$ cat src/rtl/ssr_pkg.sv
`timescale 1ns / 1ps
// ----------------------------------------------------------------------------
// ssr_pkg: shared types and constants for the sprite scanline renderer
// Colour type codes, pattern geometry and the record that the front end
// hands to the back end through the work queue.
// ----------------------------------------------------------------------------
package ssr_pkg;

    localparam int PIXELS_PER_ROW = 8;
    localparam int SLOTS          = 16;   // 8 pixels, each doubled at most
    localparam int QUEUE_DEPTH    = 4;
    localparam int QPTR_W         = $clog2(QUEUE_DEPTH);

    localparam logic [1:0] CTYPE_STANDARD = 2'd0;
    localparam logic [1:0] CTYPE_SPECTRA  = 2'd1;
    localparam logic [1:0] CTYPE_ULAPLUS  = 2'd2;

    localparam logic APB_REG_ENABLE = 1'b0;   // register index of sprite_enable

    typedef logic [PIXELS_PER_ROW-1:0][3:0] row_pixels_t;

    // One drawable sprite line: pixels already in screen order, plus the
    // set of write slots that actually produce a result.
    typedef struct packed {
        logic [15:0]       left_col;
        row_pixels_t       pixels;
        logic [SLOTS-1:0]  slot_mask;
        logic              zoom_x;
        logic [1:0]        ctype;
        logic [1:0]        group;
    } line_job_t;

endpackage

$ cat src/rtl/ssr_queue.sv
`timescale 1ns / 1ps
// ----------------------------------------------------------------------------
// ssr_queue: job queue between front and back end
// Small register-file FIFO of line jobs; head is visible without a pop.
// ----------------------------------------------------------------------------
module ssr_queue (
    input  logic               aclk,
    input  logic               aresetn,
    input  logic               push,
    input  ssr_pkg::line_job_t push_job,
    input  logic               pop,
    output ssr_pkg::line_job_t head_job,
    output logic               empty,
    output logic               full
);

    ssr_pkg::line_job_t              entry_reg [ssr_pkg::QUEUE_DEPTH];
    logic [ssr_pkg::QPTR_W-1:0]      wr_ptr_reg, wr_ptr_next;
    logic [ssr_pkg::QPTR_W-1:0]      rd_ptr_reg, rd_ptr_next;
    logic [ssr_pkg::QPTR_W:0]        count_reg, count_next;

    assign empty    = (count_reg == '0);
    assign full     = (count_reg == (ssr_pkg::QPTR_W+1)'(ssr_pkg::QUEUE_DEPTH));
    assign head_job = entry_reg[rd_ptr_reg];

    always_comb begin
        wr_ptr_next = push ? wr_ptr_reg + 1'b1 : wr_ptr_reg;
        rd_ptr_next = pop  ? rd_ptr_reg + 1'b1 : rd_ptr_reg;
        count_next  = count_reg;
        if (push && !pop) begin
            count_next = count_reg + 1'b1;
        end else if (pop && !push) begin
            count_next = count_reg - 1'b1;
        end
    end

    always_ff @(posedge aclk) begin
        if (!aresetn) begin
            wr_ptr_reg <= '0;
            rd_ptr_reg <= '0;
            count_reg  <= '0;
        end else begin
            wr_ptr_reg <= wr_ptr_next;
            rd_ptr_reg <= rd_ptr_next;
            count_reg  <= count_next;
        end
    end

    always_ff @(posedge aclk) begin
        if (push) begin
            entry_reg[wr_ptr_reg] <= push_job;
        end
    end

endmodule

$ cat config.mk
export PLATFORM = sky130hd
export DESIGN_NAME = ssr_queue
export DESIGN_NICKNAME = d
export VERILOG_FILES = /design/src/rtl/ssr_pkg.sv /design/src/rtl/ssr_queue.sv
export SDC_FILE = /design/constraint.sdc
export NUM_CORES = 1
export LEC_CHECK = 0
export ABC_AREA = 0
export BUFFER_PORTS_ARGS = -buffer_cell sky130_fd_sc_hd__buf_2
export CORE_ASPECT_RATIO = 1.25
export CORE_MARGIN = 10
export CORE_UTILIZATION = 64
export CTS_BUF_LIST = sky130_fd_sc_hd__clkbuf_4
export CTS_CLUSTER_SIZE = 25
export DETAILED_ROUTE_END_ITERATION = 8
export PLACE_DENSITY = 0.93
export RECOVER_POWER = 25
export SYNTH_ARGS = -nofsm -noshare
export SYNTH_HDL_FRONTEND = slang
export SYNTH_SLANG_ARGS = --single-unit
$ cat constraint.sdc
create_clock -name aclk -period 3.85 [get_ports aclk]
set_input_delay 0.1925 -clock aclk [delete_from_list [all_inputs] [get_ports aclk]]
set_output_delay 0.1925 -clock aclk [all_outputs]
set_load 0.02 [all_outputs]
Word level (Yosys, flattened, before mapping)
Memories as Yosys holds them, arrays and structs flattened. A register that Yosys moved wholly into a read port is not among the register bits.
Index checks and enable logic that the tools add are counted.
W data, S select, Z words.
Storage, ports and cells
  bits in registers: 7
  latch bits: 0
  RAM bits: 276
  bits in read-only memories: 0
  input port bits: 73
  output and inout bits: 71
  logic and storage cells: 21
  memories kept: 1
Memory list
  entry_reg: words 4, width 69, read ports 1, clocked after memory_dff 1, write ports 1, RTL line ssr_queue.sv:17  | ssr_pkg::line_job_t entry_reg [ssr_pkg::QUEUE_DEPTH];
Cells by class
  add/sub/neg operators: 4
  multipliers: 0
  div/mod/pow operators: 0
  $lt $le $gt $ge: 0
  equality and inequality tests: 1
  shifts and indexed selects: 0
  multiplexer cells: 6
  bitwise logic cells: 0
  reductions and logical operators: 6
Operators with widths (number)
  $mux W3: 2
  $add A2 B1 Y2 const B: 2
  $mux W2: 2
  $add A3 B1 Y3 const B: 1
  $eq A3 B3 Y1 const B: 1
  $logic_not A3 Y1: 1
  $sub A3 B1 Y3 const B: 1
  $logic_and A1 B1 Y1: 2
  $logic_not A1 Y1: 2
  $mux W1: 2
  $reduce_bool A2 Y1: 1

Depth between registers and ports, before layout
  depth after elaboration: 4
  depth in mapped cells: 7
  gate-level depth less buffers: 7

Worst setup path after synthesis
OpenSTA, ideal clock, no wires.
  path kind: reg-to-reg
  start: register wr_ptr_reg[0] in the netlist's numbering
  end: memory entry_reg[0][0] in the netlist's numbering, enable pin
  library setup time: 434 ps
  arrival: 2158 ps
  required time: 3416 ps
  path slack: 1258 ps
  cell stages (with the launch flop): 4
  path buffers: 0
  clock period less this slack: 2592 ps
  path through: dfxtp_1 inv_1 ha_1 and2_1
RTL lines
  start, declared: RTL line ssr_queue.sv:18  | logic [ssr_pkg::QPTR_W-1:0] wr_ptr_reg, wr_ptr_next;
  start signal, assigned: RTL line ssr_queue.sv:43  | wr_ptr_reg <= wr_ptr_next;
  end, declared: RTL line ssr_queue.sv:17
Straight into the memory's write port.

==> results.sh <==
export IMPL_grt_pass1_wl_um=32990
export IMPL_grt_max_degree=70
export IMPL_synthSimpleGateAreaFrac=0.008772
export IMPL_fin_nets=755
export IMPL_synth_top_area_frac=0.7960
export IMPL_netlist_area_um2=10410
export IMPL_drc=0
export IMPL_vias=5308
export IMPL_synth_most_common_cell="edfxtp_1"
export IMPL_hold_viol=0
export IMPL_grt_pass1_vias=5971
export IMPL_h_tree_depth=3
export IMPL_layout_setup_ws_ps=1030
export IMPL_finish_utilization=0.8016
export IMPL_finalWirelength_um=21330
export IMPL_synth_edff_count=276
export IMPL_drt_pass1_iter_count=4
export IMPL_start_kind="register"
export IMPL_synth_cell_types=22
export IMPL_die_h_um=162.6
export IMPL_leakagePower_uw=0.004402
export IMPL_grt_overflow=0
export IMPL_avgSynthCellArea_um2=25.77
export IMPL_worstSetupPathType="register to output port"
export IMPL_synth_xor_xnor_area_share=0.004206
export IMPL_core_um2=16070
export IMPL_antenna_found_initial=2
export IMPL_hold_path_cell_count=2
export IMPL_synth_compound_area_frac=0.001202
export IMPL_peakVddDrop_mv=0.3454
export IMPL_grt_total_usage=0.1976
export IMPL_r2r_start="wr_ptr_reg[1]"
export IMPL_cp_max_fo=33
export IMPL_muxShareOfSynthArea=0.1512
export IMPL_synth_common_cells="edfxtp_1, mux4_2, and2_1, dfxtp_1, buf_4"
export IMPL_finalSetupTns_ps=0
export IMPL_worst_pin_slew_ps=1062
export IMPL_dieWidth_um=134.1
export IMPL_gp_congestion=0.7095
export IMPL_internal_power_uw=5259
export IMPL_yosys_warnings=0
export IMPL_numCtsBuffers=68
export IMPL_worstSetupEndpointType="output port"
export IMPL_final_cell_area_um2=12880
export IMPL_reg2reg_slack_ps=1890
export IMPL_via_per_inst=5.629
export IMPL_required_ps=3660
export IMPL_postRouteAntennaNets=0
export IMPL_timing_hold_ws_ps=342.8
export IMPL_cts_buffer_depth=3
export IMPL_timing_slew_headroom=0.2919
export IMPL_port_buffers=143
export IMPL_finalCritPeriodShare=0.7325
export IMPL_ys_async_sr_fraction=0
export IMPL_setup_viol=0
export IMPL_reg2regPathDepth=3
export IMPL_pwr_share_clk=0.360
export IMPL_synth_fa_ha_area_frac=0.007931
export IMPL_cts_sinks=285
export IMPL_wl_per_cell_um=22.62
export IMPL_largest_reg_flops=276
export IMPL_n_fill_cell=805
export IMPL_cts_repair_resized=0
export IMPL_synth_flop_cell="edfxtp_1"
export IMPL_ys_seq_elements=285
export IMPL_netSwitchingFraction=0.2369
export IMPL_run_status="completed"
export IMPL_layout_min_cycle_time_ps=2820
export IMPL_dp_hpwl_um=11710
export IMPL_hp_class="primary input to register"
export IMPL_dp_slack_ps=1643
export IMPL_synth_top_area_cell="edfxtp_1"
export IMPL_initial_utilization=0.6479
export IMPL_cellPowerDensity_nw_per_um2=535.0
export IMPL_placement_cell_area_um2=11320
export IMPL_clock_latency_ps=640
export IMPL_comb_power_share=0.110
export IMPL_postCtsHoldBufs=73
export IMPL_power_switching_uw=1633
export IMPL_cts_setup_buffers=0
export IMPL_synthesis_nets=483
export IMPL_max_freq_mhz=354.6
export IMPL_ys_top_cells_by_area="edfxtp_1, mux4_2, dfxtp_1"
export IMPL_fp_row_count=52
export IMPL_rsz0062_at_grt="no"
export IMPL_cp_data_arrival_time_ps=2630
export IMPL_setup_worst_path_end="head_job[68]"
export IMPL_tritoncts="yes"
export IMPL_cts_clk_slew_worst_paths_ps=60
export IMPL_syn2layout_area_growth_pct=23.72
export IMPL_detailedRoute_firstIterationViolations=397
export IMPL_layout_drive_gt1_share=0.3807
export IMPL_r2r_end="entry_reg[0][18]"
export IMPL_pin_count=144
export IMPL_die_area_um2=21800
export IMPL_ys_seq_area_frac=0.8133
export IMPL_synth_top_family_by_area="multiplexers"
export IMPL_cts_root_buf="clkbuf_4"
export IMPL_skew_ps=43.63
export IMPL_timing_final_max_slew_violations=0
export IMPL_synth_cells=404
export IMPL_maxCapViolCount=0
export IMPL_seq_power_share=0.530
## stage by stage
stage	total power, uW	std cells
floorplan	4158	404
global route	7163	943
global placement	4381	749
CTS	6923	941
finish	6892	943
detailed placement	4421	749
## metal layers
metal  track usage  part of all wire  up-vias  wire length (um)
li1              -                 -     2322                 -
met1        0.2246              0.36     2730              7699
met2        0.3491              0.56      229             11940
met3       0.05741             0.065       27              1383
met4       0.07037             0.014        0               309
met5             0                 0        -                 0
## cell usage in the layout, fill, tap and decap left out, types with 5 or more instances in the layout
| master | count |
|---|---|
| ha_1 | 5 |
| buf_2 | 94 |
| dfxtp_1 | 7 |
| edfxtp_1 | 276 |
| mux4_2 | 69 |
| clkbuf_1 | 49 |
| clkbuf_4 | 96 |
| and2_1 | 5 |
| clkinv_1 | 14 |
| dlygate4sd3_1 | 73 |
## cells by family (layout without fill, tap and decap cells)
kind of cell               after synthesis  count (layout)
xor gates and xnor gates                 5               5
AOI/OAI and AO/OA                        2               2
adders and majority gates                6               6
other                                    0               2
and+or+nand+nor                         15              15
DFF                                    285             285
muxes                                   71              71
buffers and inverters                   20             341
## worst min path at each step
stage / from / endpoint / slack, ps
CTS: push_job[42] / entry_reg[2][42] / 240
finish: push_job[24] / entry_reg[0][24] / 340
global route: push_job[58] / entry_reg[2][58] / 330
floorplan: push_job[0] / entry_reg[0][0] / 290
detailed placement: push_job[58] / entry_reg[0][58] / 410
global placement: push_job[41] / entry_reg[0][41] / 400
## power by group through the flow
stage | sequential [uW] | clock [uW] | combinational, uW
final | 3650 | 2480 | 757
after global routing | 3670 | 2690 | 804
after CTS | 3650 | 2500 | 766
after detailed placement | 3720 | 0 | 702
after global placement | 3700 | 0 | 678
after floorplan | 3660 | 0 | 498
## critical path, stage by stage (launching register included)
cell and delay (ps):
dfxtp_4 810, buf_4 410, mux4_2 580, buf_2 180
## layout make-up
cell class,instances,area (um2),share of cell area
multi-input combinational,99,1814,0.1408
clock buffer,96,720.7,0.05594
antenna,2,5.005,0.0003885
timing repair buffer,218,1413,0.1097
sequential,285,8476,0.6579
inverter,4,15.01,0.001165
tap,216,270.3,0.02098
clock inverter,23,168.9,0.01311
Power figures use the tool's default switching activity.
