==> src/rtl/ssr_pkg.sv <==
`timescale 1ns / 1ps
// ----------------------------------------------------------------------------
// ssr_pkg: shared types and constants for the sprite scanline renderer
// Colour type codes, pattern geometry and the record that the front end
// hands to the back end through the work queue.
// ----------------------------------------------------------------------------
package ssr_pkg;

    localparam int PIXELS_PER_ROW = 8;
    localparam int SLOTS          = 16;   // 8 pixels, each doubled at most
    localparam int QUEUE_DEPTH    = 4;
    localparam int QPTR_W         = $clog2(QUEUE_DEPTH);

    localparam logic [1:0] CTYPE_STANDARD = 2'd0;
    localparam logic [1:0] CTYPE_SPECTRA  = 2'd1;
    localparam logic [1:0] CTYPE_ULAPLUS  = 2'd2;

    localparam logic APB_REG_ENABLE = 1'b0;   // register index of sprite_enable

    typedef logic [PIXELS_PER_ROW-1:0][3:0] row_pixels_t;

    // One drawable sprite line: pixels already in screen order, plus the
    // set of write slots that actually produce a result.
    typedef struct packed {
        logic [15:0]       left_col;
        row_pixels_t       pixels;
        logic [SLOTS-1:0]  slot_mask;
        logic              zoom_x;
        logic [1:0]        ctype;
        logic [1:0]        group;
    } line_job_t;

endpackage

==> src/rtl/ssr_back.sv <==
`timescale 1ns / 1ps
// ----------------------------------------------------------------------------
// ssr_back: pixel write issue
// Walks the current job's slot mask lowest first, one write per cycle unless
// stalled, maps the colour and drives the registered result channel.
// ----------------------------------------------------------------------------
module ssr_back #(
    parameter int SPECTRA_BASE = 16
) (
    input  logic               aclk,
    input  logic               aresetn,
    input  ssr_pkg::line_job_t head_job,
    input  logic               queue_empty,
    output logic               pop,
    output logic               m_tvalid,
    input  logic               m_tready,
    output logic [23:0]        m_tdata,
    output logic               m_tuser,
    output logic               m_tlast
);

    ssr_pkg::line_job_t        job_reg, job_next;
    logic [ssr_pkg::SLOTS-1:0] mask_reg, mask_next;
    logic                      valid_reg, valid_next;
    logic [7:0]                column_reg, column_next;
    logic [15:0]               colour_reg, colour_next;
    logic                      lookup_reg, lookup_next;
    logic                      last_reg, last_next;

    logic                      advance;
    logic                      emit;
    logic [ssr_pkg::SLOTS-1:0] low_bit;
    logic [ssr_pkg::SLOTS-1:0] mask_left;
    logic [3:0]                slot;
    logic [2:0]                pidx;
    logic [3:0]                pixel;

    assign advance = !valid_reg || m_tready;
    assign emit    = advance && (mask_reg != '0);
    assign low_bit = mask_reg & (~mask_reg + 1'b1);
    assign mask_left = emit ? (mask_reg & ~low_bit) : mask_reg;

    always_comb begin
        slot = 4'd0;
        for (int k = 0; k < ssr_pkg::SLOTS; k++) begin
            if (low_bit[k]) begin
                slot = slot | 4'(k);
            end
        end
        pidx  = job_reg.zoom_x ? slot[3:1] : slot[2:0];
        pixel = job_reg.pixels[pidx];
    end

    always_comb begin
        pop         = (mask_left == '0) && !queue_empty;
        mask_next   = pop ? head_job.slot_mask : mask_left;
        job_next    = pop ? head_job : job_reg;
        valid_next  = emit ? 1'b1 : (valid_reg && !m_tready);
        column_next = column_reg;
        colour_next = colour_reg;
        lookup_next = lookup_reg;
        last_next   = last_reg;
        if (emit) begin
            column_next = job_reg.left_col[7:0] + {4'd0, slot};
            colour_next = {12'd0, pixel} + {10'd0, job_reg.group, 4'd0};
            lookup_next = 1'b0;
            case (job_reg.ctype)
                ssr_pkg::CTYPE_SPECTRA: begin
                    colour_next = colour_next + 16'(SPECTRA_BASE);
                end
                ssr_pkg::CTYPE_ULAPLUS: begin
                    lookup_next = 1'b1;
                end
                default: begin
                    colour_next = {12'd0, pixel};
                end
            endcase
            last_next = ((mask_reg & ~low_bit) == '0);
        end
    end

    always_ff @(posedge aclk) begin
        if (!aresetn) begin
            mask_reg  <= '0;
            valid_reg <= 1'b0;
        end else begin
            mask_reg  <= mask_next;
            valid_reg <= valid_next;
        end
    end

    always_ff @(posedge aclk) begin
        job_reg    <= job_next;
        column_reg <= column_next;
        colour_reg <= colour_next;
        lookup_reg <= lookup_next;
        last_reg   <= last_next;
    end

    assign m_tvalid = valid_reg;
    assign m_tdata  = {colour_reg, column_reg};
    assign m_tuser  = lookup_reg;
    assign m_tlast  = last_reg;

endmodule

==> config.mk <==
export PLATFORM = sky130hd
export DESIGN_NAME = ssr_back
export DESIGN_NICKNAME = d
export VERILOG_FILES = /design/src/rtl/ssr_pkg.sv /design/src/rtl/ssr_back.sv
export SDC_FILE = /design/constraint.sdc
export NUM_CORES = 1
export LEC_CHECK = 0
export ABC_AREA = 1
export ABC_CLOCK_PERIOD_IN_PS = 3100
export BUFFER_PORTS_ARGS = -buffer_cell sky130_fd_sc_hd__buf_4
export CORE_MARGIN = 2
export CORE_UTILIZATION = 56
export CTS_BUF_LIST = sky130_fd_sc_hd__clkbuf_4 sky130_fd_sc_hd__clkbuf_8
export CTS_CLUSTER_SIZE = 16
export DETAILED_ROUTE_END_ITERATION = 10
export PLACE_DENSITY = 0.83
export SYNTH_ARGS = -nofsm -noshare
export SYNTH_HDL_FRONTEND = slang
export SYNTH_SLANG_ARGS = --single-unit
export TNS_END_PERCENT = 30
==> constraint.sdc <==
create_clock -name aclk -period 3.1 [get_ports aclk]
set_input_delay 0.155 -clock aclk [delete_from_list [all_inputs] [get_ports aclk]]
set_output_delay 0.155 -clock aclk [all_outputs]
set_load 0.1 [all_outputs]
# --- Word-level counts from Yosys, hierarchy flattened ---
# Index checks and enable logic that the tools add are counted.
word_totals:
  input_bits: 73
  wordCells: 62
  regBits: 88
  output_inout_bits: 28
op_classes:
  n_eq_ne: 2
  bitwise_logic: 4
  n_addsub: 4
  n_mux: 23
  n_lt_le_gt_ge: 1
  n_reduce_logical: 10
ops:
  columns: ["cell", "count"]
  rows:
  - ["4-bit two-way mux", 9]
  - ["16-bit bitwise AND", 2]
  - ["16-bit logical NOT", 2]
  - ["16-bit two-way mux", 2]
  - ["16-bit inverter", 2]
  - ["16-bit by 1-bit adder with 16-bit output, second input constant", 1]
  - ["8-bit case mux with 2 select lines", 1]
  - ["16-bit nonzero test", 1]
  - ["3-bit two-way mux", 5]
  - ["4-bit binary-select mux with 3-bit select", 1]
  - ["7-bit by 5-bit adder with 8-bit output, second input constant", 1]
  - ["8-bit by 4-bit adder with 8-bit output", 1]
  - ["4-bit by 6-bit adder with 7-bit output", 1]
  - ["3-bit by 4-bit less-than comparator with 1-bit output, second input constant", 1]
  - ["2-bit two-way mux", 2]
  - ["1-bit logical AND", 3]
  - ["1-bit logical NOT", 3]
  - ["1-bit two-way mux", 3]
  - ["2-bit by 1-bit equality test with 1-bit output, second input constant", 1]
  - ["2-bit equality test, second input constant", 1]
  - ["1-bit logical OR", 1]

# --- Logic depth before layout (Yosys ltp) ---
# Gate-level depths: netlist (run 1).
depth:
  ltp_word: 24
  mapped_depth: 16
  depth_no_buf: 14

# --- Worst setup path after synthesis (run 1) ---
# No wires, ideal clock.
synth_path:
  path_type: "register -> register"
  start: "register valid_reg (netlist: m_tvalid)"
  end: "register job_reg[0] (netlist name) (enable)"
  required_time_ns: 2.726
  path_buffers: 1
  setup_ns: 0.374
  period_less_slack_ns: 2.588
  setup_slack_ns: 0.512
  t_arrival_ns: 2.214
  stages_incl_launch_ff: 11
  path_cell_list: "dfxtp_1 nand2_1 inv_1 o21ai_2 nand3_1 inv_2 nand2_1 inv_2 nand2_2 nor2_4 buf_6"
synth_between:
  elab_chain_cells: 6
synth_lines:
  columns: ["item", "line", "text"]
  rows:
  - ["start: declaration", "ssr_back.sv:24", "logic valid_reg, valid_next;"]
  - ["start signal: assignment", "ssr_back.sv:88", "valid_reg <= valid_next;"]
  - ["1-bit logical NOT", "ssr_back.sv:38", "assign advance = !valid_reg || m_tready;"]
  - ["1-bit logical OR", "ssr_back.sv:38", null]
  - ["1-bit logical AND", "ssr_back.sv:39", "assign emit = advance && (mask_reg != '0);"]
  - ["16-bit two-way mux", "ssr_back.sv:41", "assign mask_left = emit ? (mask_reg & ~low_bit) : mask_reg;"]
  - ["16-bit logical NOT", "ssr_back.sv:55", "pop = (mask_left == '0) && !queue_empty;"]
  - ["1-bit logical AND", "ssr_back.sv:55", null]
  - ["net pop", "ssr_back.sv:14", "output logic pop,"]
  - ["end signal: assignment", "ssr_back.sv:93", "job_reg <= job_next;"]
  - ["end: declaration", "ssr_back.sv:22", "ssr_pkg::line_job_t job_reg, job_next;"]
# The timed path passes the listed nets, and every way through them passes these cells.
# A chain may end at the register's enable or synchronous reset.

# --- Worst setup path in the final report (run 1) ---
layout_path:
  start: "register mask_reg[1] (netlist name)"
  end: "output pop"
layout_between:
  elab_chain_cells: 8
  word_cells_on_any_way: 10
  cone_classes: "add/sub: 1; mux: 1; bitwise: 4; reduce/logical: 4"
layout_lines:
  columns: ["item", "line", "text"]
  rows:
  - ["start: declaration", "ssr_back.sv:23", "logic [ssr_pkg::SLOTS-1:0] mask_reg, mask_next;"]
  - ["start signal: assignment", "ssr_back.sv:87", "mask_reg <= mask_next;"]
  - ["16-bit inverter", "ssr_back.sv:40", "assign low_bit = mask_reg & (~mask_reg + 1'b1);"]
  - ["16-bit by 1-bit adder with 16-bit output", "ssr_back.sv:40", null]
  - ["16-bit bitwise AND", "ssr_back.sv:40", null]
  - ["16-bit inverter", "ssr_back.sv:41", null]
  - ["16-bit bitwise AND", "ssr_back.sv:41", null]
  - ["16-bit two-way mux *", "ssr_back.sv:41", null]
  - ["16-bit logical NOT *", "ssr_back.sv:55", null]
  - ["1-bit logical AND *", "ssr_back.sv:55", null]
  - ["end: declaration", "ssr_back.sv:14", null]
# Mark *: on every way between the ends. The rest lies on a longest branch, timed or not.

==> results.md, run 1 <==
- Fillers: 512
- Period utilization: 92.40%
- Remaining antenna violation count: 0
- Routability cong.: 0.8902
- CTS root buf: clkbuf_8
- Core Area: ~7300 um^2
- Max FFs per register: between 40 and 50
- Flops & latches, synth: between 70 and 80
- Setup WS pre-CTS: 0.2395 ns
- Cell Count, Final, Fillers Out: roughly 740
- Tightest Pin Transition: approximately 0.69 ns
- Wirelength, routed: ~10000 um
- Worst setup margin: around 0.24 ns
- Worst slew margin relative to its limit: 54.06%
- Share of cells above drive strength 1: about a fifth
- Clock Path Buffers: 2
- Critical Path Start Type: register
- Number of CTS-inserted buffers: 9
- Initial core utilization: 58.35%
- Req. time, crit path: 2.94 ns
- R2R Path End: column_reg[7]$_DFFE_PP_
- Area leader, netlist: edfxtp_1
- Initial antenna violation count: 0
- Kind of critical path: reg2out
- Synth top area share: between 40% and 50%
- # nets final: about 700
- Vias: between 3000 and 4000
- CP Max Fanout: 17
- Clk pin slew, worst setup/hold paths: roughly 0.08 ns
- DR iter-0 viols: a little over 300
- DR WL/cell: between 10 and 15 um
- Hold Violations, Final: 0
- Total grt overflow: 0
- H-tree depth: 3
- HPWL Detailed: 6818 um
- Avg Cell Area, Syn: around 8.5 um^2
- Cell Area, Synth: between 4000 and 5000 um^2
- Synth warn: 0
- Final setup skew: between 0.01 and 0.015 ns
- Max cap viols: 0
- Die Y: 91.40 um
- Dpl cell area: around 5000 um^2
- RSZ-0062 raised after global routing: no
- R2r startpoint: mask_reg[3]$_SDFF_PN0_
- Critical Path Source: mask_reg[1]$_SDFF_PN0_
- Final setup violation count: 0
- VDD IR max: about 0.8 mV
- Seq/Total Area, Yosys: about half
- Worst skew pair latency: around 0.36 ns
- Top post-synthesis cells by area: edfxtp_1, nand3_1, nand2_1
- Yosys cell types: 36
- 1st-pass router iterations: 5
- Die footprint: ~8400 um^2
- Hold Path Class: in2reg
- Row Count: 31
- # clock sinks: just under 80
- Footprint of the multi-input gates: between 1500 and 2000 um^2
- Arrival @ worst endpoint: roughly 2.7 ns
- HP Start: head_job[16]
- Reg2Reg Setup Slack: 0.26 ns
- Leakage: between 2 and 3 nW
- Inst Count DP: ~680
- First-pass GRT wire length: ~17000 um
- Min Clock Period, post-route: about 2.9 ns
- R2R depth: 14
- Port Buffers: between 80 and 90
- IO Count: 101
- Crit path to: pop
- Total GRT Usage: about a quarter
- Vias/cell: ~5.0
- Slew Viols, Final: 0
- PwrDens: roughly 1200 nW/um^2
- CTS tree: yes
- Area grow syn2layout: 31.82%
- Post-route DRC violation count: 0
- Post-CTS Setup Inserts: 0
- Reg area: roughly 2200 um^2
- Finished Cell Area: about 5600 um^2
- Largest net degree at the start of global routing: 18
- ANT cells: 0
- Die width: roughly 90 um
- Gate Count Post-Synth: roughly 500
- Fin Setup TNS: 0 ns
- Status: finished, final reports clean
- Setup crit end kind: primary output
- Vias in the first global route: between 3000 and 4000
- Max Freq: 0.3491 GHz
- Core Util, Final: between 70% and 80%
==> synthesized netlist by cell type (all sizes together) <==
master	number
xor2	6
nand4	4
a21oi	4
fa	1
a21o	1
nor2	74
nand2	107
mux2	1
buf	18
dfxtp	17
nand3	82
inv	86
nor3	3
clkbuf	2
o2111ai	1
nand3b	5
edfxtp	62
ha	8
o211ai	2
o21bai	1
o21ai	13
o41ai	1
a31oi	2
conb	1
==> kinds of logic (layout without fill, tap and decap cells) <==
group	after synthesis	count (layout)	share of synthesized area [%]
DFF	79	79	51.48
adders and majority gates	9	9	2.808
xor gates and xnor gates	6	6	1.228
muxes	1	1	0.2632
and+or+nand+nor	275	275	29.89
AOI/OAI and AO/OA	25	25	3.656
buffers and inverters	106	236	10.59
other	1	9	0.08766
==> cell usage in the layout (no fill, tap or decap), types with 6 or more instances in the layout <==
| cell type | synthesis | routed |
|---|---|---|
| conb_1 | 1 | 9 |
| nand3_1 | 80 | 80 |
| buf_4 | 11 | 89 |
| dlygate4sd3_1 | 0 | 45 |
| nand2_1 | 98 | 98 |
| nor2_1 | 64 | 64 |
| xor2_1 | 6 | 6 |
| ha_1 | 8 | 8 |
| inv_1 | 84 | 84 |
| nand2_2 | 6 | 6 |
| clkbuf_8 | 0 | 9 |
| edfxtp_1 | 62 | 62 |
| dfxtp_1 | 17 | 17 |
==> worst min path at each step <==
stage	end	slack, ns	cells past startpoint
2_1_floorplan	job_reg[0]$_DFFE_PP_	0.25	0
3_3_place_gp	job_reg[26]$_DFFE_PP_	0.33	1
3_5_place_dp	job_reg[24]$_DFFE_PP_	0.33	1
4_1_cts	mask_reg[11]$_SDFF_PN0_	0.10	5
5_1_grt	mask_reg[15]$_SDFF_PN0_	0.13	3
6_report	mask_reg[11]$_SDFF_PN0_	0.11	5
==> where the power goes <==
| group | total (mW) | internal (mW) | switching [mW] |
|---|---|---|---|
| clock | 0.852 | 0.457 | 0.395 |
| combinational | 4.01 | 1.12 | 2.88 |
| sequential | 2.07 | 1.85 | 0.226 |
==> cell type report <==
cell class	instances	share of cell area [%]
multi-input combinational	325	29.31
tap	99	2.197
inverter	86	5.724
clock inverter	7	1.686
sequential	79	39.05
timing repair buffer	134	19.84
clock buffer	9	2.197
==> what timing repair did <==
| action | CTS | global route |
|---|---|---|
| resized for setup | 0 | 1 |
| hold buffers | 45 | 0 |
| endpoints found under the setup margin | 0 | 1 |
| endpoints found under the hold margin | 45 | 0 |
==> critical path, stage by stage (launching register included) <==
cell and delay [ns]:
dfxtp_1 0.36, nor2_4 0.23, nand2_4 0.14, nor2_8 0.19, nand2_2 0.07, nand2_1 0.11
nand2_1 0.08, nor2_1 0.12, nand2_1 0.10, inv_2 0.06, nand2_2 0.05, nor2_4 0.43
buf_4 0.39
==> metrics by stage <==
stage               hold slack (ns)  power (mW)
finish                       0.1102       6.930
global route                 0.1274       7.423
detailed placement           0.3344       5.980
floorplan                    0.2539       5.131
CTS                          0.1041       6.870
global placement             0.3339       5.849
==> per-layer routing <==
metal	part of all wire [%]	global-route usage [%]
met5	0	0
met4	3.1	12.88
met3	5.8	4.232
met2	49	42.10
met1	42	31.79
(Power assumes the default switching activity.)
==> run 2, diff against run 1 <==
- ABC_CLOCK_PERIOD_IN_PS: 3100 -> 3020
- RECOVER_POWER: unset -> 100
- clock period: 3.1 -> 3.02 ns (I/O delays scaled with it)
==> run 2 against run 1 <==
  * Die area did not move
  * Sequential share of layout area rose by 0.62 points
  * Final area down 1.6%
  * Non-clock buffer count stayed put
  * Largest cell class unchanged
  * Register-to-register slack worse by 0.06 ns
  * Critical endpoint is now column_reg[7]$_DFFE_PP_
  * Sequential power is 3% higher
  * Power grew 0.34%
==> results.md, run 2 (synthesis results as in run 1) <==
- Status: finished, final reports clean
- Routability cong.: 0.8314 (-6.6%)
- Pwr Total: 6.953 mW (+0.34%)
- Wirelength, routed: 9946 um (-0.45%)
- DR iter-0 viols: 343 (+12%)
- Critical Path Start Type: register
- Arrival @ worst endpoint: 2.92 ns (+0.21 ns)
- Number of CTS-inserted buffers: 9 (unchanged)
- Core Area: 7331 um^2 (unchanged)
- Final setup skew: 0.01688 ns (+0.002328 ns)
- IO Count: 101 (unchanged)
- Final setup violation count: 0 (unchanged)
- Reg2Reg Setup Slack: 0.20 ns (-0.06 ns)
- Max Freq: 0.3541 GHz
- Slew Viols, Final: 0 (unchanged)
- Initial core utilization: 58.35% (unchanged)
- Crit path max-delay family: simple AND/OR/NAND/NOR gates
- Hold Violations, Final: 0 (unchanged)
- 1st-pass router iterations: 5 (unchanged)
- Hold Worst Slack: 0.1065 ns (-0.003716 ns)
- # clock sinks: 79 (unchanged)
- Share of cells above drive strength 1: 16.90% (-3.6 points)
- Die width: 91.40 um (unchanged)
- Die Y: 91.40 um (unchanged)
- CP Max Fanout: 6 (-11)
- Setup crit end kind: register
- H-tree depth: 3 (unchanged)
- Worst slew margin relative to its limit: 18.37% (-36 points)
- Worst skew pair latency: 0.36 ns (about the same)
- First-pass GRT wire length: 16410 um (-1.9%)
- Total GRT Usage: 25.01% (-0.31 points)
- Fin Setup TNS: 0 ns (unchanged)
- Post-route DRC violation count: 0 (unchanged)
- Initial antenna violation count: 0 (unchanged)
- PwrDens: 1252 nW/um^2 (+1.9%)
- Vias: 3737 (+0.30%)
- Max FFs per register: 45 (unchanged)
- Req. time, crit path: 3.12 ns (+0.18 ns)
- CTS tree: yes
- Clk pin slew, worst setup/hold paths: 0.08 ns (about the same)
- Vias/cell: 5.064 (+0.43%)
- Most common cell after layout, fill and taps aside: nand2_1
- Kind of critical path: reg2reg
- Vias in the first global route: 3579 (-3.7%)
- Die footprint: 8354 um^2 (unchanged)
- Largest net degree at the start of global routing: 19 (+1)
- # nets final: 717 (unchanged)
- Row Count: 31 (unchanged)
- VDD IR max: 0.7017 mV (-12%)
- Total grt overflow: 0 (unchanged)
- Max cap viols: 0 (unchanged)
- Hold Path Class: in2reg
- Slowest Stage Delay on Critical Path: 0.45 ns (+0.02 ns)
- Port Buffers: 83 (unchanged)
- ANT cells: 0 (unchanged)
- DR WL/cell: 13.48 um (-0.32%)
- Leakage: 2.712 nW (-3.6%)
- Commonest non-fill, non-tap cells in the layout: nand2_1, inv_1, nand3_1
- CTS root buf: clkbuf_8
- Post-CTS sizing: 0 (unchanged)
- Period utilization: roughly 94%
- CP cell instances: nor2_4 > nand2_4 > inv_1 > nand3_1 > nand2_1 > nor2_1 > inv_1 > ha_1 > a21o_1 > a31oi_1 > nor2_1 > o21ai_0 > nor3_1 > xor2_1
- RSZ-0062 raised after global routing: no
- CP max-delay cell: dfxtp_1
- Min Clock Period, post-route: approximately 2.8 ns
- Clock Path Buffers: 2 (unchanged)
- Worst path bufs/invs: 2 (unchanged)
- Remaining antenna violation count: 0 (unchanged)
- Area grow syn2layout: 29.77%
- Tightest Pin Transition: 1.230 ns (+0.5413 ns)
- HPWL Detailed: 6909 um (+1.3%)
-- run 2: changes by cell type in the layout (fill, tap and decap cells not counted), sizes merged --
cell / change
buf: -67
clkbuf: +68
clkinv: -1
clkinvlp: +2
inv: -3
-- run 2: worst register-to-register path, delay by kind of cell, from the launching register on --
kind / cells / cell delay, ns
DFF: 1 / 0.45
xor gates and xnor gates: 1 / 0.15
AOI/OAI and AO/OA: 3 / 0.66
adders and majority gates: 1 / 0.31
and+or+nand+nor: 7 / 0.76
buffers and inverters: 2 / 0.25
-- run 2: per-stage QoR --
step | cells | instance area (um^2) | utilization, % | setup slack [ns]
final | 738 | 5552 | 75.73 | 0.1958
after global routing | 738 | 5552 | 75.73 | 0.05397
after CTS | 738 | 5635 | 76.87 | 0.2017
after detailed placement | 678 | 4970 | 67.79 | 0.2459
after global placement | 678 | 4970 | 67.79 | 0.3469
after floorplan | 510 | 4308 | - | 0.4322
-- run 2: area by class of cell --
class | count | area [um^2]
clock buffer | 10 | 131.4
fill | 524 | 1779
tap | 99 | 123.9
multi-input combinational | 325 | 1650
clock inverter | 5 | 83.83
sequential | 79 | 2202
timing repair buffer | 134 | 1037
inverter | 86 | 322.8
-- run 2: repair_timing --
| action | CTS | global route |
|---|---|---|
| setup endpoints to repair | 0 | 0 |
| hold buffers | 45 | 0 |
| setup buffers | 0 | 0 |
| endpoints found under the hold margin | 45 | 0 |
-- run 2: report_power, final --
group	switching [mW]	internal, mW
clock	0.384	0.471
sequential	0.234	1.90
combinational	2.95	1.02
total	3.57	3.39
-- run 2: worst paths after layout --
check                         startpoint  depth (start not counted)                 endpoint
setup reg to reg  mask_reg[3]$_SDFF_PN0_                         14  column_reg[7]$_DFFE_PP_
hold reg to reg    job_reg[53]$_DFFE_PP_                          1  column_reg[0]$_DFFE_PP_
setup / recovery  mask_reg[3]$_SDFF_PN0_                         14  column_reg[7]$_DFFE_PP_
hold / removal               head_job[5]                          5   mask_reg[0]$_SDFF_PN0_
-- run 2: metal layers --
metal  up-vias  GRT usage (%)  share of wire, %
li1       1865              -                 -
met1      1681          30.80                41
met3        18          5.062               6.5
met2       173          43.08                50
met4         0          9.722               2.2
met5         -              0                 0
==> run 3, diff against run 2 <==
- CORE_MARGIN: 2 -> 10
==> run 3 against run 2 <==
  * Critical path type unchanged
  * Clock skew fell by 0.0094 ns
  * Critical endpoint unchanged
  * Worst setup slack improved by 0.027 ns
  * Worst hold slack improved by 0.0059 ns
  * Final cell count rose by 0.27%
  * Register-to-register slack improved by 0.03 ns
  * Combinational power barely moved
  * Global-route usage fell by 6.2 points
  * Highest routed layer unchanged
  * Clock power fell by 9.4%
==> results.md, run 3 (synthesis results as in run 1) <==
- Post-route DRC violation count: 0 (unchanged)
- Largest net degree at the start of global routing: 19 (unchanged)
- Vias in the first global route: 3808 (+6.4%)
- Reg2Reg Setup Slack: 0.22 ns (+0.03 ns)
- R2R depth: 14 (unchanged)
- Remaining antenna violation count: 0 (unchanged)
- Worst skew pair latency: 0.35 ns (about the same)
- Period utilization: 92.61% (-0.90 points)
- Wirelength, routed: 10610 um (+6.7%)
- Arrival @ worst endpoint: 2.89 ns (-0.03 ns)
- Max Freq: 0.3575 GHz (+0.97%)
- R2R Path End: column_reg[7]$_DFFE_PP_
- Die width: 107.4 um (+18%)
- Worst slew margin relative to its limit: 17.92% (-0.45 points)
- Hold path depth: 5 (unchanged)
- HP Start: head_job[20]
- First-pass GRT wire length: 17710 um (+7.9%)
- Clock Path Buffers: 2 (unchanged)
- Port Buffers: 83 (unchanged)
- Tightest Pin Transition: 1.237 ns (+0.006810 ns)
- Die footprint: 11530 um^2 (+38%)
- VDD IR max: 0.5865 mV (-16%)
- Post-CTS Setup Inserts: 0 (unchanged)
- Max FFs per register: 45 (unchanged)
- Slew Viols, Final: 0 (unchanged)
- 1st-pass router iterations: 6 (+1)
- PwrDens: 1244 nW/um^2 (-0.65%)
- Worst Hold Path EP: mask_reg[15]$_SDFF_PN0_
- CP Max Fanout: 6 (unchanged)
- # nets final: 718 (+0.14%)
- Fillers: 550 (+5.0%)
- CTS tree: yes
- DR WL/cell: 14.34 um (+6.4%)
- Core Area: 7331 um^2 (unchanged)
- Die Y: 107.4 um (+18%)
- Critical Path Start Type: register
- Share of cells above drive strength 1: 16.85% (-0.053 points)
- Critical Path Source: mask_reg[3]$_SDFF_PN0_
- RSZ-0062 raised after global routing: no
- Min Clock Period, post-route: 2.797 ns (-0.02723 ns)
- Req. time, crit path: 3.11 ns (about the same)
- Row Count: 31 (unchanged)
- Final setup violation count: 0 (unchanged)
- Fin Setup TNS: 0 ns (unchanged)
- HPWL Detailed: 7648 um (+11%)
- R2r startpoint: mask_reg[3]$_SDFF_PN0_
- CTS root buf: clkbuf_8
- Total grt overflow: 0 (unchanged)
- Setup crit end kind: register
- H-tree depth: 3 (unchanged)
- Area grow syn2layout: 29.22%
- Hold Worst Slack: 0.1124 ns (+0.005866 ns)
- Hold Violations, Final: 0 (unchanged)
- Inst Count DP: 679 (+0.15%)
- Commonest non-fill, non-tap cells in the layout: nand2_1, inv_1, nand3_1
- Vias/cell: 5.084 (+0.40%)
- Kind of critical path: reg2reg
- Post-CTS sizing: 0 (unchanged)
- Total GRT Usage: 18.81% (-6.2 points)
- Number of CTS-inserted buffers: 9 (unchanged)
- Max cap viols: 0 (unchanged)
- Initial antenna violation count: 0 (unchanged)
- Most common cell after layout, fill and taps aside: nand2_1
- ANT cells: 0 (unchanged)
- Clk pin slew, worst setup/hold paths: 0.08 ns (about the same)
- DR iter-0 viols: 302 (-12%)
- IO Count: 101 (unchanged)
- # clock sinks: 79 (unchanged)
- Vias: 3762 (+0.67%)
- Routability cong.: 0.8970 (+7.9%)
- Hold Path Class: in2reg
- Initial core utilization: 58.35% (unchanged)
- Final setup skew: 0.007506 ns (-0.009372 ns)
- Cell Count, Final, Fillers Out: 740 (+0.27%)
- Status: finished, final reports clean
- Leakage: 2.708 nW (-0.14%)
==> run 3: worst max-delay path: stages, from the launching register on <==
cell and delay, ns:
dfxtp_1 0.45, nor2_4 0.09, nand2_4 0.15, nor2_2 0.07, nand3_1 0.13, nand2_1 0.06, nor2_1 0.21, inv_1 0.12
ha_1 0.31, a21o_1 0.16, a31oi_1 0.22, nor2_1 0.08, o21ai_0 0.25, nor3_1 0.10, xor2_1 0.15
==> run 3: layout make-up <==
| class | count | area, um^2 | share of cell area [%] |
|---|---|---|---|
| sequential | 79 | 2202 | 39.84 |
| multi-input combinational | 325 | 1650 | 29.86 |
| timing repair buffer | 135 | 1037 | 18.76 |
| inverter | 86 | 322.8 | 5.840 |
| clock buffer | 10 | 131.4 | 2.377 |
| tap | 99 | 123.9 | 2.241 |
| clock inverter | 6 | 60.06 | 1.086 |
==> run 3: per-layer routing <==
layer | share of wire (%) | track usage, %
met4 | 2.3 | 7.920
met1 | 40 | 21.59
met5 | 0 | 0
met2 | 49 | 32.42
met3 | 8.5 | 4.970
==> run 3: worst max-delay path by stage <==
stage	slack [ns]	endpoint	cells after the start
finish	0.22	column_reg[7]$_DFFE_PP_	14
global placement	0.34	column_reg[7]$_DFFE_PP_	14
global route	0.04	column_reg[7]$_DFFE_PP_	14
CTS	0.25	column_reg[7]$_DFFE_PP_	14
detailed placement	0.27	column_reg[7]$_DFFE_PP_	14
floorplan	0.43	job_reg[0]$_DFFE_PP_	10
==> run 3: power breakdown <==
part           leakage, nW  switching [mW]  internal [mW]
registers            0.729           0.226           1.90
logic                 1.88            2.97           1.01
clock network       0.0975           0.386          0.389
total                 2.71            3.58           3.30
==> run 3: stage by stage <==
stage | power (mW) | setup WS [ns] | instance area (um^2) | util (%)
2_1_floorplan | 5.267 | 0.4322 | 4308 | -
3_3_place_gp | 6.021 | 0.3440 | 4977 | 67.90
3_5_place_dp | 6.148 | 0.2656 | 4977 | 67.90
4_1_cts | 6.964 | 0.2526 | 5619 | 76.65
5_1_grt | 7.385 | 0.04284 | 5528 | 75.41
6_report | 6.878 | 0.2231 | 5528 | 75.41
==> run 3: what timing repair did <==
action / in CTS / in global routing
hold buffers: 45 / 0
endpoints found under the setup margin: 0 / 0
endpoints found under the hold margin: 45 / 0
